$ cat src/hw/rtl/lcdseq_pkg.sv
`timescale 1ns / 1ps

package lcdseq_pkg;

    localparam int MAX_COLS_DEF = 40;
    localparam int QUEUE_DEPTH  = 2;

    // configuration register indexes
    localparam logic [1:0] CFG_COLUMNS = 2'd0;
    localparam logic [1:0] CFG_ROWS    = 2'd1;

    localparam logic [5:0] COLUMNS_RST = 6'd20;
    localparam logic [2:0] ROWS_RST    = 3'd4;

    typedef enum logic [3:0] {
        FUNC_INIT       = 4'd0,
        FUNC_PUT_CHAR   = 4'd1,
        FUNC_SET_CURSOR = 4'd2,
        FUNC_CLEAR      = 4'd3,
        FUNC_DISP_ON    = 4'd4,
        FUNC_DISP_OFF   = 4'd5,
        FUNC_CURS_ON    = 4'd6,
        FUNC_CURS_OFF   = 4'd7,
        FUNC_BLINK_ON   = 4'd8,
        FUNC_BLINK_OFF  = 4'd9,
        FUNC_SCROLL_L   = 4'd10,
        FUNC_SCROLL_R   = 4'd11,
        FUNC_CGRAM      = 4'd12,
        FUNC_RAW        = 4'd13
    } t_func;

    localparam logic [7:0] CHAR_NL       = 8'h0A;
    localparam logic [7:0] CHAR_CR       = 8'h0D;
    localparam logic [7:0] CMD_CLEAR     = 8'h01;
    localparam logic [7:0] CMD_ENTRY     = 8'h04;
    localparam logic [7:0] ENTRY_INC     = 8'h02;
    localparam logic [7:0] CMD_DISPLAY   = 8'h08;
    localparam logic [7:0] CMD_SHIFT     = 8'h10;
    localparam logic [7:0] SHIFT_DISPLAY = 8'h08;
    localparam logic [7:0] SHIFT_RIGHT   = 8'h04;
    localparam logic [7:0] CMD_FUNC      = 8'h20;
    localparam logic [7:0] FUNC_2LINE    = 8'h08;
    localparam logic [7:0] CMD_CGRAM     = 8'h40;
    localparam logic [7:0] CMD_DDRAM     = 8'h80;

    localparam logic [2:0] FLAG_DISPLAY = 3'h4;
    localparam logic [2:0] FLAG_CURSOR  = 3'h2;
    localparam logic [2:0] FLAG_BLINK   = 3'h1;

    localparam logic [3:0] NIB_WAKE  = 4'h3;
    localparam logic [3:0] NIB_4BIT  = 4'h2;
    localparam logic [3:0] INIT_WAKE_LAST = 4'd3;
    localparam logic [3:0] INIT_LAST = 4'd11;

    typedef struct packed {
        logic [3:0] func;
        logic [7:0] char_code;
        logic [5:0] column;
        logic [1:0] row;
        logic [2:0] slot;
    } t_item;

    typedef struct packed {
        logic       reg_select;
        logic [3:0] nibble;
        logic       last;
    } t_result;

    // one queued job: the init sequence, or one or two bytes
    typedef struct packed {
        logic       is_init;
        logic       two;
        logic       rs0;
        logic [7:0] byte0;
        logic       rs1;
        logic [7:0] byte1;
    } t_job;

    function automatic logic [6:0] row_base(input logic [1:0] row);
        logic [6:0] base;
        unique case (row)
            2'd0: base = 7'h00;
            2'd1: base = 7'h40;
            2'd2: base = 7'h14;
            2'd3: base = 7'h54;
            default: base = 7'h00;
        endcase
        return base;
    endfunction

    function automatic logic [7:0] ddram_cmd(input logic [5:0] col, input logic [1:0] row);
        logic [6:0] addr;
        addr = 7'({1'b0, col} + row_base(row));
        return CMD_DDRAM | {1'b0, addr};
    endfunction

    // command bytes of init after the wake nibbles
    function automatic logic [7:0] init_byte(input logic [1:0] k, input logic two_line);
        logic [7:0] b;
        unique case (k)
            2'd0: b = two_line ? (CMD_FUNC | FUNC_2LINE) : CMD_FUNC;
            2'd1: b = CMD_DISPLAY | {5'd0, FLAG_DISPLAY};
            2'd2: b = CMD_CLEAR;
            2'd3: b = CMD_ENTRY | ENTRY_INC;
            default: b = CMD_CLEAR;
        endcase
        return b;
    endfunction

endpackage

$ cat src/hw/rtl/char_lcd_nibble_command_sequencer_top.sv
`timescale 1ns / 1ps

// channel   | handshake             | payload
// ----------+-----------------------+--------------------------------------
// command   | push / full           | i_item   (func, char_code, column,
//           |                       |           row, slot)
// transfer  | empty / pop           | o_result (reg_select, nibble, last)
// config    | i_cfg_we, i_cfg_idx   | i_cfg_data (columns, rows_in_use)
//
// a command is taken whenever the two-entry job queue has room;
// the nibble sequencer then sends one transfer per cycle while pop is held high: two for most
// commands, two to four for a character, twelve for init.
// a command with no transfers (unused codes) is taken but queues no job.
// synchronous reset clears cursor, flags and the queue and restores the
// configuration defaults; a command is taken in the first cycle after reset.
// pop held low stalls the sequencer, the queue then fills and raises full.

module char_lcd_nibble_command_sequencer_top #(
    parameter int MAX_COLS = lcdseq_pkg::MAX_COLS_DEF
) (
    input  logic                 i_clk,
    input  logic                 i_rst_n,
    input  logic                 i_cfg_we,
    input  logic [1:0]           i_cfg_idx,
    input  logic [5:0]           i_cfg_data,
    input  logic                 push,
    output logic                 full,
    input  lcdseq_pkg::t_item    i_item,
    output logic                 empty,
    input  logic                 pop,
    output lcdseq_pkg::t_result  o_result
);

    logic              accept;
    logic              job_push;
    lcdseq_pkg::t_job  job_in;
    logic              job_valid;
    logic              job_take;
    lcdseq_pkg::t_job  job_out;

    assign accept = push && !full;

    lcdseq_front #(
        .MAX_COLS (MAX_COLS)
    ) u_front (
        .i_clk      (i_clk),
        .i_rst_n    (i_rst_n),
        .i_cfg_we   (i_cfg_we),
        .i_cfg_idx  (i_cfg_idx),
        .i_cfg_data (i_cfg_data),
        .i_accept   (accept),
        .i_item     (i_item),
        .o_job_push (job_push),
        .o_job      (job_in)
    );

    lcdseq_queue u_queue (
        .i_clk      (i_clk),
        .i_rst_n    (i_rst_n),
        .i_wr_en    (job_push),
        .i_wr_data  (job_in),
        .o_full     (full),
        .i_rd_en    (job_take),
        .o_rd_valid (job_valid),
        .o_rd_data  (job_out)
    );

    lcdseq_back u_back (
        .i_clk       (i_clk),
        .i_rst_n     (i_rst_n),
        .i_job_valid (job_valid),
        .i_job       (job_out),
        .o_job_take  (job_take),
        .empty       (empty),
        .pop         (pop),
        .o_result    (o_result)
    );

endmodule

$ cat src/hw/rtl/lcdseq_front.sv
`timescale 1ns / 1ps

module lcdseq_front #(
    parameter int MAX_COLS = lcdseq_pkg::MAX_COLS_DEF
) (
    input  logic                 i_clk,
    input  logic                 i_rst_n,
    input  logic                 i_cfg_we,
    input  logic [1:0]           i_cfg_idx,
    input  logic [5:0]           i_cfg_data,
    input  logic                 i_accept,
    input  lcdseq_pkg::t_item    i_item,
    output logic                 o_job_push,
    output lcdseq_pkg::t_job     o_job
);

    localparam logic [5:0] MaxCols = 6'(MAX_COLS);

    logic [5:0] r_columns;
    logic [2:0] r_rows;
    logic [5:0] r_col, n_col;
    logic [1:0] r_row, n_row;
    logic [2:0] r_flags, n_flags;

    logic [5:0] ncols;
    logic       wrap;
    logic [5:0] c1;
    logic [1:0] w1;
    logic [1:0] row_nl;
    logic [1:0] row_cr;
    logic [1:0] set_row;
    logic [7:0] second;
    logic       second_rs;
    logic       job_valid;

    function automatic logic [1:0] next_row(input logic [1:0] row, input logic [2:0] rows);
        logic [2:0] r1;
        r1 = {1'b0, row} + 3'd1;
        if (r1 >= rows || r1 > 3'd3) begin
            return 2'd0;
        end
        return r1[1:0];
    endfunction

    assign ncols   = (r_columns > MaxCols) ? MaxCols : r_columns;
    assign wrap    = (r_col >= ncols);
    assign c1      = wrap ? 6'd0 : r_col;
    assign w1      = wrap ? next_row(r_row, r_rows) : r_row;
    assign row_nl  = next_row(w1, r_rows);
    // a row left beyond the row count by a later configuration goes to the top
    assign row_cr  = ({1'b0, w1} >= r_rows) ? 2'd0 : w1;
    assign set_row = ({1'b0, i_item.row} >= r_rows) ? 2'd0 : i_item.row;

    always_comb begin
        n_col     = r_col;
        n_row     = r_row;
        n_flags   = r_flags;
        job_valid = 1'b1;
        second    = i_item.char_code;
        second_rs = 1'b1;
        o_job     = '0;
        unique case (lcdseq_pkg::t_func'(i_item.func))
            lcdseq_pkg::FUNC_INIT: begin
                n_col         = 6'd0;
                n_row         = 2'd0;
                n_flags       = lcdseq_pkg::FLAG_DISPLAY;
                o_job.is_init = 1'b1;
                o_job.byte0   = lcdseq_pkg::init_byte(2'd0, r_rows > 3'd1);
            end
            lcdseq_pkg::FUNC_PUT_CHAR: begin
                if (i_item.char_code == lcdseq_pkg::CHAR_NL) begin
                    n_col     = c1;
                    n_row     = row_nl;
                    second    = lcdseq_pkg::ddram_cmd(c1, row_nl);
                    second_rs = 1'b0;
                end else if (i_item.char_code == lcdseq_pkg::CHAR_CR) begin
                    n_col     = 6'd0;
                    n_row     = row_cr;
                    second    = lcdseq_pkg::ddram_cmd(6'd0, row_cr);
                    second_rs = 1'b0;
                end else begin
                    n_col = c1 + 6'd1;
                    n_row = w1;
                end
                // a wrap puts a cursor move ahead of the character action
                if (wrap) begin
                    o_job.two   = 1'b1;
                    o_job.byte0 = lcdseq_pkg::ddram_cmd(6'd0, w1);
                    o_job.rs1   = second_rs;
                    o_job.byte1 = second;
                end else begin
                    o_job.rs0   = second_rs;
                    o_job.byte0 = second;
                end
            end
            lcdseq_pkg::FUNC_SET_CURSOR: begin
                n_col       = i_item.column;
                n_row       = set_row;
                o_job.byte0 = lcdseq_pkg::ddram_cmd(i_item.column, set_row);
            end
            lcdseq_pkg::FUNC_CLEAR: begin
                o_job.byte0 = lcdseq_pkg::CMD_CLEAR;
            end
            lcdseq_pkg::FUNC_DISP_ON, lcdseq_pkg::FUNC_DISP_OFF,
            lcdseq_pkg::FUNC_CURS_ON, lcdseq_pkg::FUNC_CURS_OFF,
            lcdseq_pkg::FUNC_BLINK_ON, lcdseq_pkg::FUNC_BLINK_OFF: begin
                unique case (lcdseq_pkg::t_func'(i_item.func))
                    lcdseq_pkg::FUNC_DISP_ON:   n_flags = r_flags | lcdseq_pkg::FLAG_DISPLAY;
                    lcdseq_pkg::FUNC_DISP_OFF:  n_flags = r_flags & ~lcdseq_pkg::FLAG_DISPLAY;
                    lcdseq_pkg::FUNC_CURS_ON:   n_flags = r_flags | lcdseq_pkg::FLAG_CURSOR;
                    lcdseq_pkg::FUNC_CURS_OFF:  n_flags = r_flags & ~lcdseq_pkg::FLAG_CURSOR;
                    lcdseq_pkg::FUNC_BLINK_ON:  n_flags = r_flags | lcdseq_pkg::FLAG_BLINK;
                    default:                    n_flags = r_flags & ~lcdseq_pkg::FLAG_BLINK;
                endcase
                o_job.byte0 = lcdseq_pkg::CMD_DISPLAY | {5'd0, n_flags};
            end
            lcdseq_pkg::FUNC_SCROLL_L: begin
                o_job.byte0 = lcdseq_pkg::CMD_SHIFT | lcdseq_pkg::SHIFT_DISPLAY;
            end
            lcdseq_pkg::FUNC_SCROLL_R: begin
                o_job.byte0 = lcdseq_pkg::CMD_SHIFT | lcdseq_pkg::SHIFT_DISPLAY
                            | lcdseq_pkg::SHIFT_RIGHT;
            end
            lcdseq_pkg::FUNC_CGRAM: begin
                o_job.byte0 = lcdseq_pkg::CMD_CGRAM | {2'b00, i_item.slot, 3'b000};
            end
            lcdseq_pkg::FUNC_RAW: begin
                o_job.rs0   = 1'b1;
                o_job.byte0 = i_item.char_code;
            end
            default: begin
                // unused codes cause no transfer
                job_valid = 1'b0;
            end
        endcase
    end

    assign o_job_push = i_accept && job_valid;

    always_ff @(posedge i_clk) begin
        if (!i_rst_n) begin
            r_columns <= lcdseq_pkg::COLUMNS_RST;
            r_rows    <= lcdseq_pkg::ROWS_RST;
            r_col     <= 6'd0;
            r_row     <= 2'd0;
            r_flags   <= 3'd0;
        end else begin
            if (i_cfg_we) begin
                unique case (i_cfg_idx)
                    lcdseq_pkg::CFG_COLUMNS: r_columns <= i_cfg_data;
                    lcdseq_pkg::CFG_ROWS:    r_rows    <= i_cfg_data[2:0];
                    default: ;
                endcase
            end
            if (i_accept) begin
                r_col   <= n_col;
                r_row   <= n_row;
                r_flags <= n_flags;
            end
        end
    end

endmodule

$ cat src/hw/rtl/lcdseq_queue.sv
`timescale 1ns / 1ps

module lcdseq_queue (
    input  logic              i_clk,
    input  logic              i_rst_n,
    input  logic              i_wr_en,
    input  lcdseq_pkg::t_job  i_wr_data,
    output logic              o_full,
    input  logic              i_rd_en,
    output logic              o_rd_valid,
    output lcdseq_pkg::t_job  o_rd_data
);

    localparam int Depth  = lcdseq_pkg::QUEUE_DEPTH;
    localparam int PtrW   = (Depth > 1) ? $clog2(Depth) : 1;
    localparam int CountW = $clog2(Depth + 1);

    lcdseq_pkg::t_job r_mem [Depth];
    logic [PtrW-1:0]   r_wr_ptr;
    logic [PtrW-1:0]   r_rd_ptr;
    logic [CountW-1:0] r_count;
    logic              do_wr;
    logic              do_rd;

    assign o_full     = (r_count == CountW'(Depth));
    assign o_rd_valid = (r_count != '0);
    assign o_rd_data  = r_mem[r_rd_ptr];
    assign do_wr      = i_wr_en && !o_full;
    assign do_rd      = i_rd_en && o_rd_valid;

    always_ff @(posedge i_clk) begin
        if (do_wr) begin
            r_mem[r_wr_ptr] <= i_wr_data;
        end
    end

    always_ff @(posedge i_clk) begin
        if (!i_rst_n) begin
            r_wr_ptr <= '0;
            r_rd_ptr <= '0;
            r_count  <= '0;
        end else begin
            if (do_wr) begin
                r_wr_ptr <= (r_wr_ptr == PtrW'(Depth - 1)) ? '0 : r_wr_ptr + 1'b1;
            end
            if (do_rd) begin
                r_rd_ptr <= (r_rd_ptr == PtrW'(Depth - 1)) ? '0 : r_rd_ptr + 1'b1;
            end
            if (do_wr && !do_rd) begin
                r_count <= r_count + 1'b1;
            end else if (do_rd && !do_wr) begin
                r_count <= r_count - 1'b1;
            end
        end
    end

endmodule

$ cat src/hw/rtl/lcdseq_back.sv
`timescale 1ns / 1ps

module lcdseq_back (
    input  logic                 i_clk,
    input  logic                 i_rst_n,
    input  logic                 i_job_valid,
    input  lcdseq_pkg::t_job     i_job,
    output logic                 o_job_take,
    output logic                 empty,
    input  logic                 pop,
    output lcdseq_pkg::t_result  o_result
);

    logic                 r_busy;
    lcdseq_pkg::t_job     r_job;
    logic [3:0]           r_idx;
    logic                 r_out_valid;
    lcdseq_pkg::t_result  r_out;

    lcdseq_pkg::t_result  cur;
    logic [7:0]           cur_byte;
    logic [3:0]           init_off;
    logic                 advance;

    always_comb begin
        init_off = 4'(r_idx - 4'd4);
        cur      = '0;
        cur_byte = '0;
        if (r_job.is_init) begin
            if (r_idx <= lcdseq_pkg::INIT_WAKE_LAST) begin
                cur.nibble = (r_idx == lcdseq_pkg::INIT_WAKE_LAST) ? lcdseq_pkg::NIB_4BIT
                                                                  : lcdseq_pkg::NIB_WAKE;
            end else begin
                // function set byte was chosen at the front from the row count
                cur_byte   = (init_off[2:1] == 2'd0) ? r_job.byte0
                                                     : lcdseq_pkg::init_byte(init_off[2:1], 1'b0);
                cur.nibble = init_off[0] ? cur_byte[3:0] : cur_byte[7:4];
            end
            cur.last = (r_idx == lcdseq_pkg::INIT_LAST);
        end else begin
            cur_byte       = r_idx[1] ? r_job.byte1 : r_job.byte0;
            cur.reg_select = r_idx[1] ? r_job.rs1 : r_job.rs0;
            cur.nibble     = r_idx[0] ? cur_byte[3:0] : cur_byte[7:4];
            cur.last       = (r_idx == {2'b00, r_job.two, 1'b1});
        end
    end

    assign advance    = !r_out_valid || pop;
    assign o_job_take = i_job_valid && (!r_busy || (advance && cur.last));
    assign empty      = !r_out_valid;
    assign o_result   = r_out;

    always_ff @(posedge i_clk) begin
        if (!i_rst_n) begin
            r_busy      <= 1'b0;
            r_out_valid <= 1'b0;
            r_idx       <= 4'd0;
        end else begin
            if (advance) begin
                r_out_valid <= r_busy;
                if (r_busy) begin
                    r_idx <= r_idx + 4'd1;
                    if (cur.last) begin
                        r_busy <= 1'b0;
                    end
                end
            end
            if (o_job_take) begin
                r_busy <= 1'b1;
                r_idx  <= 4'd0;
            end
        end
    end

    always_ff @(posedge i_clk) begin
        if (advance) begin
            r_out <= cur;
        end
        if (o_job_take) begin
            r_job <= i_job;
        end
    end

endmodule

$ cat config.mk
export PLATFORM = sky130hd
export DESIGN_NAME = char_lcd_nibble_command_sequencer_top
export DESIGN_NICKNAME = d
export VERILOG_FILES = /design/src/hw/rtl/lcdseq_pkg.sv /design/src/hw/rtl/char_lcd_nibble_command_sequencer_top.sv /design/src/hw/rtl/lcdseq_front.sv /design/src/hw/rtl/lcdseq_queue.sv /design/src/hw/rtl/lcdseq_back.sv
export SDC_FILE = /design/constraint.sdc
export NUM_CORES = 1
export LEC_CHECK = 0
export BUFFER_PORTS_ARGS = -buffer_cell sky130_fd_sc_hd__buf_2
export CAP_MARGIN = 10
export CORE_MARGIN = 8
export CORE_UTILIZATION = 55
export CTS_BUF_LIST = sky130_fd_sc_hd__clkbuf_16
export DETAILED_ROUTE_END_ITERATION = 6
export PLACE_DENSITY = 0.82
export SYNTH_ARGS = -nofsm -noshare
export SYNTH_HDL_FRONTEND = slang
export SYNTH_SLANG_ARGS = --single-unit
$ cat constraint.sdc
create_clock -name i_clk -period 4.4 [get_ports i_clk]
set_input_delay 0.22 -clock i_clk [delete_from_list [all_inputs] [get_ports i_clk]]
set_output_delay 0.22 -clock i_clk [all_outputs]
set_load 0.01 [all_outputs]
[Word level (Yosys, flattened, before mapping)]
Memory sizes are Yosys's and may differ from the RTL's. A register that Yosys moved wholly into a read port is not among the register bits.
Cells that the tools add are included.
Cells by class
  add/sub/neg operators: 11
  multipliers: 0
  divide/modulo/power cells: 0
  order comparisons: 10
  eq/ne operators: 35
  shift operators: 0
  multiplexer cells: 60
  bitwise gates (word level): 1
  reduce and logical (&&, ||, !) cells: 37
Operators with widths (number)
  7-bit case mux with 4 select lines: 4
  8-bit case mux with 9 select lines: 1
  8-bit 2-to-1 mux: 5
  4-bit equality test (second input constant): 7
  6-bit 2-to-1 mux: 4
  8-bit case mux with 3 select lines: 1
  2-bit equality test (second input constant): 11
  2-bit 2-to-1 mux: 11
  7-bit 2-to-1 mux: 3
  1-bit 2-to-1 mux: 19
  9-bit 2-to-1 mux: 2
  6-bit case mux with 3 select lines: 1
  4-bit by 3-bit equality test with 1-bit output (second input constant): 4
  8-bit by 4-bit equality test with 1-bit output (second input constant): 2
  4-bit 2-to-1 mux: 4
  3-bit case mux with 5 select lines: 1
  6-bit by 7-bit adder with 7-bit output: 2
  14-bit OR reduction: 1
  2-bit by 1-bit equality test with 1-bit output (second input constant): 6
  4-bit by 2-bit equality test with 1-bit output (second input constant): 3
  2-bit zero test: 6
  2-bit AND reduction: 5
  1-bit logical AND: 8
  2-bit nonzero test: 4
  other kinds (27): 39
Word-level totals
  register bits: 36
  bits in latches: 0
  bits in writable memories: 40
  bits in read-only memories: 0
  input bits: 36
  output and inout bits: 8
  word-level logic and storage cells: 169
  memories: 1
Memories
  u_queue.r_mem: depth 2, bits a word 20, rd ports 1, clocked after memory_dff 1, wr ports 1, line lcdseq_queue.sv:18  | lcdseq_pkg::t_job r_mem [Depth];

[Longest topological paths before layout]
Gate-level depths: netlist (run 1).
  word-level depth: 19
  gate-level depth with buffers: 22
  gate-level depth less buffers: 22

[Hierarchy]
Synthesis (run 1) repeated with hierarchy kept, for this count alone.
Second synthesis, totals
  cells, all modules: 533
  area total of the unflattened synthesis: 5550.3 sq um
By module, submodules not included
  lcdseq_front: times used 1, cells an instance 339, area an instance 2427.3 sq um, seq. area each 400.4 sq um
  lcdseq_queue: times used 1, cells an instance 87, area an instance 1672.9 sq um, seq. area each 1301.2 sq um
  lcdseq_back: times used 1, cells an instance 106, area an instance 1436.4 sq um, seq. area each 900.9 sq um
  char_lcd_nibble_command_sequencer_top: times used 1, cells an instance 1, area an instance 13.8 sq um, seq. area each 0.0 sq um

[Worst setup path after synthesis (run 1)]
Ideal clock, no wire load.
  path type: reg2reg
  from: register u_front.r_row[0]
  to: memory u_queue.r_mem[0][15] (netlist name) (data pin)
  setup time: 0.186 ns
  data arrival time: 4.324 ns
  data required time: 4.214 ns
  setup slack: -0.110 ns
  stages on the path, launching flop included: 21
  path buffers: 0
  period minus slack after synthesis: 4.510 ns
  cells stage by stage: dfxtp_1 -> ha_1 -> ha_1 -> a21o_1 -> a211o_1 -> or3_1 -> and2_4 -> inv_1 -> ha_1 -> ha_1 -> a21o_1 -> a211oi_1 -> and2_1 -> ha_1 -> ha_1 -> a21o_1 -> nand2_1 -> a211oi_1 -> mux2i_1 -> a31oi_1 -> o31ai_1
RTL lines
  start, declared: line lcdseq_front.sv:22  | logic [1:0] r_row, n_row;
  start signal, assigned: line lcdseq_front.sv:157  | r_row <= n_row;
  end, declared: line lcdseq_queue.sv:18

==> results.sh, run 1 <==
export IMPL_fin_crit_ps=4370
export IMPL_area_delta_synth_final_pct=22.1
export IMPL_synthSimpleGateAreaFrac=0.170
export IMPL_h_tree_depth=3
export IMPL_cts_tree="built"
export IMPL_hold_class="in2reg"
export IMPL_slew_headroom=0.380
export IMPL_viasPerCell=6.13
export IMPL_yosysMostFrequentCell="edfxtp_1"
export IMPL_synthFlopType="edfxtp_1"
export IMPL_tightest_slew_ps=929
export IMPL_fmax_mhz=229
export IMPL_path_class="reg2reg"
export IMPL_ys_warn_count=0
export IMPL_fin_crit_sh=0.992
export IMPL_worst_slack_ps=33.7
export IMPL_drive_above_1_share=0.286
export IMPL_place_ws_ps=-264
export IMPL_port_buffers=43
export IMPL_coreArea_sq_mm=0.00973
export IMPL_num_io_pins=44
export IMPL_synth_seq_area_share=0.470
export IMPL_start_util=0.564
export IMPL_grt_pass1_wl_um=22100
export IMPL_syn_nets=596
export IMPL_ant_nets=0
export IMPL_drtIter0Drc=407
export IMPL_drc=0
export IMPL_grt_usage=0.211
export IMPL_cts_path_max_buffers=2
export IMPL_synth_top_family_by_area="simple AND/OR/NAND/NOR gates"
export IMPL_rsz0062_at_grt="true"
export IMPL_leakage_nw=2.57
export IMPL_cts_buffers=9
export IMPL_vdd_drop_max_uv=319
export IMPL_place_gp_congestion=0.969
export IMPL_cp_slowest_cell="or3_4"
export IMPL_synth_edf_count=66
export IMPL_crit_path_start_kind="register"
export IMPL_synth_top_area_cell="edfxtp_1"
export IMPL_syn_area_sq_mm=0.00549
export IMPL_synth_distinct_cells=66
export IMPL_p_total_w=0.00275
export IMPL_clock_sinks=96
export IMPL_grt_overflow=0
export IMPL_antenna_cells=0
export IMPL_crit_arrival_ps=4540
export IMPL_synth_xor_area_frac=0.0176
export IMPL_rows=36
export IMPL_totalWireLength_um=13800
export IMPL_skew_ps=10.8
export IMPL_nets=673
export IMPL_ys_ff_latch=96
export IMPL_cts_root_buf="clkbuf_16"
export IMPL_vias=4570
export IMPL_synth_area_top_cells="edfxtp_1, dfxtp_1, ha_1"
export IMPL_postPlaceCellArea_sq_mm=0.00608
export IMPL_slowest_delay_ps=390
export IMPL_clock_latency_ps=350
export IMPL_p_per_area_mw_per_mm2=410
export IMPL_drv_cap=0
export IMPL_avgRoutedWirePerCell_um=18.5
export IMPL_setup_tns_ps=0
export IMPL_grt_max_degree=28
export IMPL_clk_pin_slew_ps=70
export IMPL_crit_fanout=2
export IMPL_drtPass1Iterations=5
export IMPL_grt_pass1_vias=4692
export IMPL_worstSetupEndpointType="register"
export IMPL_status="finished, final reports clean"
export IMPL_slew_viol_final=0
export IMPL_dieArea_sq_mm=0.0134
export IMPL_antenna_found_initial=0
export IMPL_dp_final_hpwl_um=9820
export IMPL_synth_async_reset_ratio=0
export IMPL_critPathTopFamily="compound AO/OA/AOI/OAI gates"
export IMPL_syn_instance_count=530
export IMPL_critPathMostFrequentCell="ha_4"
export IMPL_die_h_um=116
export IMPL_cp_data_required_time_ps=4570
export IMPL_synthAdderAreaFrac=0.0684
export IMPL_synth_top_area_frac=0.361
export IMPL_avgSynthCellArea_sq_um=10.4
export IMPL_die_w_um=116
export IMPL_hold_violations=0
export IMPL_finalSetupViolCount=0
export IMPL_fin_area_sq_mm=0.00670
export IMPL_cp_cell_sequence="ha_4, ha_4, a21o_1, a211o_1, or3_4, and2_4, inv_4, buf_6, ha_4, nand2b_4, a21o_1, a211oi_2, and2_4, ha_4, ha_4, a21o_1, nand2_2, a211oi_2, mux2i_1, a31oi_1, o31ai_2"
export IMPL_path_buf_inv=2
export IMPL_synthMuxAreaShare=0.0750
export IMPL_synth_compound_area_share=0.162
export IMPL_synthTopCellsByCount="edfxtp_1, nor2_1, nand2_1, a21oi_1"
==> timing repair <==
action | CTS | global route
endpoints found under the setup margin | 10 | 10
pin swaps | 11 | 17
endpoints found under the hold margin | 0 | 0
hold buffers | 0 | 0
setup buffers | 2 | 8
cloned | 0 | 0
gates resized for setup | 17 | 24
==> cell usage in the layout, fill, tap and decap left out, types with 13 or more instances in the layout <==
cell type  count
nand2_1       36
nor2b_1       19
buf_4         45
nor2_1        38
mux2_2        21
a21oi_1       31
edfxtp_1      66
ha_1          21
inv_1         22
dfxtp_1       26
buf_2         43
o21ai_0       23
mux2i_1       13
a31oi_1       15
==> state kept, by name (all words and copies together) (netlist names) <==
name / flops
u_front.r_flags: 3
u_front.r_row: 2
u_front.r_rows: 3
u_back.r_idx: 4
u_front.r_col: 6
u_back.r_out_valid: 1
u_queue.r_rd_ptr: 1
u_back.r_job: 20
u_queue.r_mem: 40
u_front.r_columns: 6
u_back.r_busy: 1
u_queue.r_count: 2
u_queue.r_wr_ptr: 1
u_back.o_result: 6
==> cell type report <==
cell class              count  area (sq um)
fillers                   716          3030
inverters                  22          85.1
repair buffers             92           598
multi-input cells         386          2940
clock inverters             7          92.6
clock buffers               9           225
well taps                 133           166
flip-flops and latches     96          2590
==> metrics by stage <==
stage | std cells | hold slack, ps | utilization
after detailed placement | 719 | 450 | 0.625
after global routing | 745 | 113 | 0.689
after floorplan | 530 | 348 | -
final | 745 | 95.8 | 0.689
after CTS | 737 | 92.3 | 0.670
after global placement | 719 | 434 | 0.625
==> worst register-to-register path, stage by stage, from the launching register on <==
cell and delay (ps):
dfxtp_4 360, ha_4 280, ha_4 190, a21o_1 160
a211o_1 280, or3_4 390, and2_4 160, inv_4 70
buf_6 100, ha_4 200, nand2b_4 130, a21o_1 200
a211oi_2 230, and2_4 210, ha_4 150, ha_4 130
a21o_1 110, nand2_2 50, a211oi_2 220, mux2i_1 200
a31oi_1 110, o31ai_2 270
==> report_power, final <==
| group | switching, W | internal (W) | total [W] | leakage (nW) |
|---|---|---|---|---|
| Combinational | 0.000322 | 0.000275 | 0.000597 | 1.53 |
| Clock | 0.000344 | 0.000498 | 0.000842 | 0.155 |
| Sequential | 0.000116 | 0.00119 | 0.00131 | 0.885 |
| Total | 0.000782 | 0.00197 | 0.00275 | 2.57 |
==> layer usage <==
metal  GRT usage  part of all wire  vias up
met5           0                 0        -
met4       0.112             0.041        0
met3      0.0578             0.069       52
met2       0.378              0.52      227
met1       0.220              0.37     2168
li1            -                 -     2123
==> worst paths after layout <==
| kind | from | endpoint | slack, ps | cells past startpoint |
|---|---|---|---|---|
| min reg2reg | u_front.r_columns[2]$_SDFFE_PN1P_ | u_front.r_columns[2]$_SDFFE_PN1P_ | 480 | 2 |
| max reg2reg | u_front.r_row[1]$_SDFFE_PN0P_ | u_queue.r_mem[0][15]$_DFFE_PP_ | 30 | 21 |
| max | u_front.r_row[1]$_SDFFE_PN0P_ | u_queue.r_mem[0][15]$_DFFE_PP_ | 30 | 21 |
| min | i_cfg_data[4] | u_front.r_columns[4]$_SDFFE_PN1P_ | 100 | 3 |
==> cells by family after synthesis <==
group,Yosys count
xor+xnor,11
buf+inv,48
mux,36
simple gates,176
flops,96
fa+ha+maj,30
compound gates,133
Power figures use the tool's default switching activity.
==> run 2: changes to the inputs <==
--- a/config.mk
+++ b/config.mk
@@ -14,4 +14,5 @@
 export PLACE_DENSITY = 0.82
 export SYNTH_ARGS = -nofsm -noshare
 export SYNTH_HDL_FRONTEND = slang
+export SYNTH_HIERARCHICAL = 1
 export SYNTH_SLANG_ARGS = --single-unit
==> run 2 against run 1 <==
  * Non-clock buffer count decreased by 29
  * Count of clock-buffer cells in the layout unchanged
  * Sequential share of layout area rose by 2.2 points
  * Wire length fell by 4.0%
  * Via count decreased by 3.9%
  * Fmax increased by 2.1%
  * Worst setup slack better by 89 ps
  * Global-route usage shrank 0.70 points
  * Worst hold slack better by 12 ps
  * Register-to-register slack better by 90 ps
  * Core utilization is 3.7 points lower
  * Combinational power rose by 7.7%
  * Critical path type unchanged
  * Largest cell class unchanged
  * Largest power group unchanged
  * Highest routed layer unchanged
==> results.sh, run 2 <==
export IMPL_dp_cells=698
export IMPL_fin_crit_sh=0.972
export IMPL_largest_reg_flops=40
export IMPL_ys_warn_count=6
export IMPL_ant_nets=0
export IMPL_min_to="u_front/r_columns[4]$_SDFFE_PN1P_"
export IMPL_synth_async_reset_ratio=0
export IMPL_path_class="reg2reg"
export IMPL_synth_seq_area_share=0.469
export IMPL_p_total_w=0.00274
export IMPL_worstSetupEndpointType="register"
export IMPL_antenna_cells=0
export IMPL_antenna_found_initial=0
export IMPL_r2r_cells=19
export IMPL_hold_class="in2reg"
export IMPL_multiInputGateArea_sq_mm=0.00285
export IMPL_top_register="u_queue/r_mem"
export IMPL_fmax_mhz=234
export IMPL_ys_ff_latch=97
export IMPL_synth_edf_count=66
export IMPL_drive_above_1_share=0.242
export IMPL_synthTopCellsByCount="edfxtp_1, nand2_1, nor2_1, dfxtp_1"
export IMPL_coreArea_sq_mm=0.00977
export IMPL_cts_root_buf="clkbuf_16"
export IMPL_synth_area_top_cells="edfxtp_1, dfxtp_1, ha_1"
export IMPL_drtPass1Iterations=6
export IMPL_drtIter0Drc=477
export IMPL_layout_common_cells="edfxtp_1, buf_2, nand2_1"
export IMPL_nets=648
export IMPL_port_buffers=43
export IMPL_yosysMostFrequentCell="edfxtp_1"
export IMPL_vdd_drop_max_uv=251
export IMPL_vias=4392
export IMPL_reg_top3="u_queue/r_mem x40, u_back/r_job x20"
export IMPL_tightest_slew_ps=1180
export IMPL_grt_pass1_wl_um=21600
export IMPL_drv_cap=0
export IMPL_status="finished, final reports clean"
export IMPL_synth_top_area_frac=0.357
export IMPL_area_delta_synth_final_pct=14.8
export IMPL_syn_nets=599
export IMPL_rows=36
export IMPL_cts_path_max_buffers=2
export IMPL_mostFrequentLayoutCell="edfxtp_1"
export IMPL_r2r_start="u_front/r_row[1]$_SDFFE_PN0P_"
export IMPL_start_util=0.568
export IMPL_grt_usage=0.204
export IMPL_hold_violations=0
export IMPL_synth_top_area_cell="edfxtp_1"
export IMPL_crit_arrival_ps=4340
export IMPL_p_per_area_mw_per_mm2=431
export IMPL_crit_fanout=4
export IMPL_die_h_um=116
export IMPL_cts_buffers=9
export IMPL_min_path_cells=3
export IMPL_finalSetupViolCount=0
export IMPL_leakage_nw=2.46
export IMPL_grt_max_degree=24
export IMPL_avgRoutedWirePerCell_um=18.3
export IMPL_grt_overflow=0
export IMPL_hold_ws_ps=108
export IMPL_avgSynthCellArea_sq_um=10.4
export IMPL_reg2reg_slack_ps=120
export IMPL_synth_distinct_cells=76
export IMPL_skew_ps=8.31
export IMPL_dp_final_hpwl_um=9580
export IMPL_seq_area_sq_mm=0.00260
export IMPL_cts_tree="built"
export IMPL_cp_data_required_time_ps=4470
export IMPL_dieArea_sq_mm=0.0136
export IMPL_clock_sinks=97
export IMPL_synthFlopType="edfxtp_1"
export IMPL_num_io_pins=44
export IMPL_critPathLaunch="u_front/r_row[1]$_SDFFE_PN0P_"
export IMPL_fill_cells=771
export IMPL_syn_area_sq_mm=0.00555
export IMPL_fin_crit_ps=4280
export IMPL_slew_viol_final=0
export IMPL_h_tree_depth=3
export IMPL_syn_instance_count=533
export IMPL_fin_util=0.652
export IMPL_final_cells=720
export IMPL_slew_headroom=0.211
export IMPL_crit_path_start_kind="register"
export IMPL_worstHoldStart="i_cfg_data[4]"
export IMPL_place_gp_congestion=0.934
export IMPL_grt_pass1_vias=4497
export IMPL_die_w_um=116
export IMPL_postCtsHoldBufs=0
export IMPL_reg2reg_to="u_queue/r_mem[0][15]$_DFFE_PP_"
export IMPL_clk_pin_slew_ps=70
export IMPL_viasPerCell=6.10
export IMPL_clock_latency_ps=340
export IMPL_drc=0
export IMPL_totalWireLength_um=13200
export IMPL_setup_tns_ps=0
-- run 2: cell types whose count changed after synthesis, sizes merged, moves of 5 or more --
cell / previous run / this run
nor2b: 19 / 7
inv: 22 / 29
a31oi: 16 / 10
nand3: 12 / 18
o21ai: 28 / 34
nor4: 5 / 0
or2: 0 / 5
-- run 2: where the power goes --
group,switching [W],internal (W)
Combinational,0.000346,0.000298
Sequential,0.000135,0.00123
Clock,0.000349,0.000388
Total,0.000829,0.00191
-- run 2: routing by layer --
| metal | up-vias | track usage | wire length [um] |
|---|---|---|---|
| li1 | 2073 | - | - |
| met1 | 2097 | 0.234 | 5320 |
| met3 | 38 | 0.0352 | 772 |
| met5 | - | 0 | 0 |
| met4 | 0 | 0.0968 | 403 |
| met2 | 184 | 0.362 | 6710 |
-- run 2: layout make-up --
class,instances,share of cell area
Tap cell,133,0.0261
Timing Repair Buffer,63,0.0573
Clock buffer,9,0.0353
Multi-Input combinational cell,382,0.447
Sequential cell,97,0.409
Inverter,29,0.0171
Clock inverter,7,0.00844
-- run 2: critical path: stages (launching register included) --
cell and delay [ps]:
dfxtp_2 340, ha_1 340, ha_4 230, a21o_4 220
a2111oi_4 430, mux2i_4 130, inv_2 120, ha_4 210
ha_1 180, a211o_1 330, a31oi_4 180, and2_4 180
ha_2 170, ha_2 180, a21o_1 130, nand2_2 80
nor3b_2 190, nor3_1 70, o211ai_1 130, o311ai_2 150
-- run 2: through the flow --
| stage | setup slack [ps] | cell area, sq um |
|---|---|---|
| 2_1_floorplan | 6.79 | 5590 |
| 3_3_place_gp | 140 | 5920 |
| 3_5_place_dp | -143 | 5920 |
| 4_1_cts | 10.9 | 6250 |
| 5_1_grt | -22.5 | 6370 |
| 6_report | 123 | 6370 |
-- run 2: how the worst max path moves through the flow --
stage / endpoint / slack (ps) / cells past startpoint
finish: u_queue/r_mem[0][15]$_DFFE_PP_ / 120 / 19
global route: u_queue/r_mem[0][15]$_DFFE_PP_ / -20 / 19
CTS: u_queue/r_mem[0][15]$_DFFE_PP_ / 10 / 21
detailed placement: u_queue/r_mem[1][15]$_DFFE_PP_ / -140 / 19
global placement: u_queue/r_mem[0][15]$_DFFE_PP_ / 140 / 20
floorplan: u_queue/r_mem[0][15]$_DFFE_PP_ / 7 / 20
-- run 2: logic make-up after synthesis --
| family | count (synthesis) | share of synthesized area |
|---|---|---|
| simple gates | 170 | 0.163 |
| compound gates | 130 | 0.153 |
| flops | 97 | 0.469 |
| buf+inv | 54 | 0.0471 |
| mux | 40 | 0.0816 |
| fa+ha+maj | 30 | 0.0676 |
| xor+xnor | 12 | 0.0189 |
-- run 2: timing repair --
action | in CTS | in global routing
gates resized for setup | 7 | 15
pin swaps | 2 | 7
setup endpoints to repair | 4 | 10
buffers inserted | 1 | 5
==> run 3: changes to the inputs <==
--- a/config.mk
+++ b/config.mk
@@ -5,13 +5,13 @@
 export SDC_FILE = /design/constraint.sdc
 export NUM_CORES = 1
 export LEC_CHECK = 0
-export BUFFER_PORTS_ARGS = -buffer_cell sky130_fd_sc_hd__buf_2
+export BUFFER_PORTS_ARGS = -buffer_cell sky130_fd_sc_hd__buf_4
 export CAP_MARGIN = 10
 export CORE_MARGIN = 8
-export CORE_UTILIZATION = 55
+export CORE_UTILIZATION = 60
 export CTS_BUF_LIST = sky130_fd_sc_hd__clkbuf_16
 export DETAILED_ROUTE_END_ITERATION = 6
-export PLACE_DENSITY = 0.82
+export PLACE_DENSITY = 0.85
 export SYNTH_ARGS = -nofsm -noshare
 export SYNTH_HDL_FRONTEND = slang
 export SYNTH_HIERARCHICAL = 1
==> constraint.sdc (replaced) <==
create_clock -name i_clk -period 5 [get_ports i_clk]
set_input_delay 0.25 -clock i_clk [delete_from_list [all_inputs] [get_ports i_clk]]
set_output_delay 0.25 -clock i_clk [all_outputs]
set_load 0.01 [all_outputs]
==> run 3 against run 2 <==
  * Clock skew up 0.83 ps
  * Core utilization up 3.3 points
  * Sequential power down 11%
  * Critical path depth unchanged
  * First-iteration DRC count down 23%
  * Via count about the same
  * Fmax down 8.6%
  * Critical path type unchanged
  * Largest cell class unchanged
  * Largest power group unchanged
  * Highest routed layer unchanged
==> results.sh, run 3 (synthesis results as in run 2) <==
export IMPL_status="finished, final reports clean"
export IMPL_top_register="u_queue/r_mem"
export IMPL_cp_cell_sequence="ha_1, ha_1, a21o_1, a2111oi_4, mux2i_1, inv_1, ha_1, ha_1, a211o_1, a31oi_2, and2_1, ha_1, ha_1, a21o_1, nand2_1, nor3b_1, nor3_1, o211ai_1, o311ai_0"
export IMPL_totalWireLength_um=13000
export IMPL_place_ws_ps=61.0
export IMPL_die_h_um=112
export IMPL_slew_headroom=0.200
export IMPL_port_buffers=43
export IMPL_die_w_um=112
export IMPL_crit_arrival_ps=4720
export IMPL_num_io_pins=44
export IMPL_cp_slowest_cell="dfxtp_2"
export IMPL_start_util=0.609
export IMPL_clock_sinks=97
export IMPL_power_switching_w=0.000747
export IMPL_dp_final_hpwl_um=9460
export IMPL_postCtsHoldBufs=0
export IMPL_area_delta_synth_final_pct=12.4
export IMPL_leakage_nw=2.43
export IMPL_worst_slack_ps=322
export IMPL_drtIter0Drc=368
export IMPL_antenna_found_initial=0
export IMPL_tightest_slew_ps=1200
export IMPL_coreArea_sq_mm=0.00911
export IMPL_clk_pin_slew_ps=70
export IMPL_p_int_w=0.00170
export IMPL_worstSetupEndpointType="register"
export IMPL_sequentialPowerShare=0.494
export IMPL_fmax_mhz=214
export IMPL_hold_ws_ps=135
export IMPL_crit_fanout=8
export IMPL_grt_overflow=0
export IMPL_pwr_share_clk=0.274
export IMPL_vias=4391
export IMPL_rsz0062_at_grt="false"
export IMPL_drv_cap=0
export IMPL_cts_root_buf="clkbuf_16"
export IMPL_p_per_area_mw_per_mm2=392
export IMPL_path_class="reg2reg"
export IMPL_cts_path_max_buffers=2
export IMPL_dieArea_sq_mm=0.0126
export IMPL_slew_viol_final=0
export IMPL_cp_data_required_time_ps=5040
export IMPL_drtPass1Iterations=5
export IMPL_cts_buffers=9
export IMPL_fin_crit_ps=4680
export IMPL_finalSetupViolCount=0
export IMPL_vdd_drop_max_uv=210
export IMPL_clock_latency_ps=340
export IMPL_mostFrequentLayoutCell="edfxtp_1"
export IMPL_grt_usage=0.209
export IMPL_setup_tns_ps=0
export IMPL_nets=633
export IMPL_largest_reg_flops=40
export IMPL_hold_class="in2reg"
export IMPL_skew_ps=9.15
export IMPL_critPathMostFrequentCell="ha_1"
export IMPL_drc=0
export IMPL_grt_max_degree=24
export IMPL_place_gp_congestion=0.895
export IMPL_fin_crit_sh=0.936
export IMPL_layout_common_cells="edfxtp_1, buf_4, nand2_1"
export IMPL_rows=35
export IMPL_crit_path_start_kind="register"
export IMPL_ant_nets=0
export IMPL_cts_setup_buffers=0
export IMPL_switching_share=0.306
export IMPL_viasPerCell=6.43
export IMPL_hold_violations=0
export IMPL_cts_tree="built"
export IMPL_antenna_cells=0
export IMPL_avgRoutedWirePerCell_um=19.1
export IMPL_grt_pass1_vias=4403
export IMPL_grt_pass1_wl_um=21200
export IMPL_drive_above_1_share=0.196
export IMPL_reg_top3="u_queue/r_mem x40, u_back/r_job x20"
export IMPL_p_comb_frac=0.233
export IMPL_h_tree_depth=3
export IMPL_slowest_delay_ps=440
-- run 3: power groups by stage --
stage	clock network, W	logic [W]	registers (W)
2_1_floorplan	0	0.000449	0.00116
3_3_place_gp	0	0.000535	0.00121
3_5_place_dp	0	0.000556	0.00122
4_1_cts	0.000678	0.000564	0.00121
5_1_grt	0.000709	0.000621	0.00123
6_report	0.000668	0.000568	0.00121
-- run 3: layout make-up --
type	instances	area [sq um]
Timing Repair Buffer	48	360
Clock inverter	7	61.3
Inverter	29	109
Clock buffer	9	225
Tap cell	111	139
Sequential cell	97	2600
Multi-Input combinational cell	382	2740
Fill cell	675	2870
-- run 3: final timing paths --
path | from | end | slack, ps | cells past startpoint
worst max-delay path | u_front/r_row[0]$_SDFFE_PN0P_ | u_queue/r_mem[0][15]$_DFFE_PP_ | 320 | 19
worst min-delay path | i_cfg_data[2] | u_front/r_columns[2]$_SDFFE_PN1P_ | 130 | 3
worst max register to register | u_front/r_row[0]$_SDFFE_PN0P_ | u_queue/r_mem[0][15]$_DFFE_PP_ | 320 | 19
worst min register to register | u_front/r_flags[0]$_SDFFE_PN0P_ | u_front/r_flags[0]$_SDFFE_PN0P_ | 470 | 2
-- run 3: through the flow --
step / utilization / power, W / cell area, sq um / instances
floorplan: - / 0.00160 / 5550 / 533
global placement: 0.647 / 0.00174 / 5900 / 667
detailed placement: 0.647 / 0.00177 / 5900 / 667
CTS: 0.679 / 0.00245 / 6180 / 683
global route: 0.685 / 0.00256 / 6240 / 683
finish: 0.685 / 0.00244 / 6240 / 683
-- run 3: timing repair --
| item | CTS | global route |
|---|---|---|
| setup endpoints to repair | 0 | 16 |
| hold endpoints to repair | 0 | 0 |
| resized for setup | 0 | 11 |
-- run 3: worst max-delay path: cells and delay by family, from the launching register on --
kind / cells / cell delay (ps)
adder cells (fa/ha/maj): 6 / 1420
multiplexers: 1 / 180
AND/OR/NAND/NOR: 4 / 580
flip-flops: 1 / 440
buffers and inverters: 1 / 160
AO/OA/AOI/OAI: 7 / 1590
-- run 3: per-layer routing --
layer / routed length, um / track usage / vias to the layer above
li1: - / - / 2053
met1: 5290 / 0.238 / 2109
met2: 6740 / 0.371 / 190
met3: 671 / 0.0322 / 39
met4: 346 / 0.107 / 0
met5: 0 / 0 / -
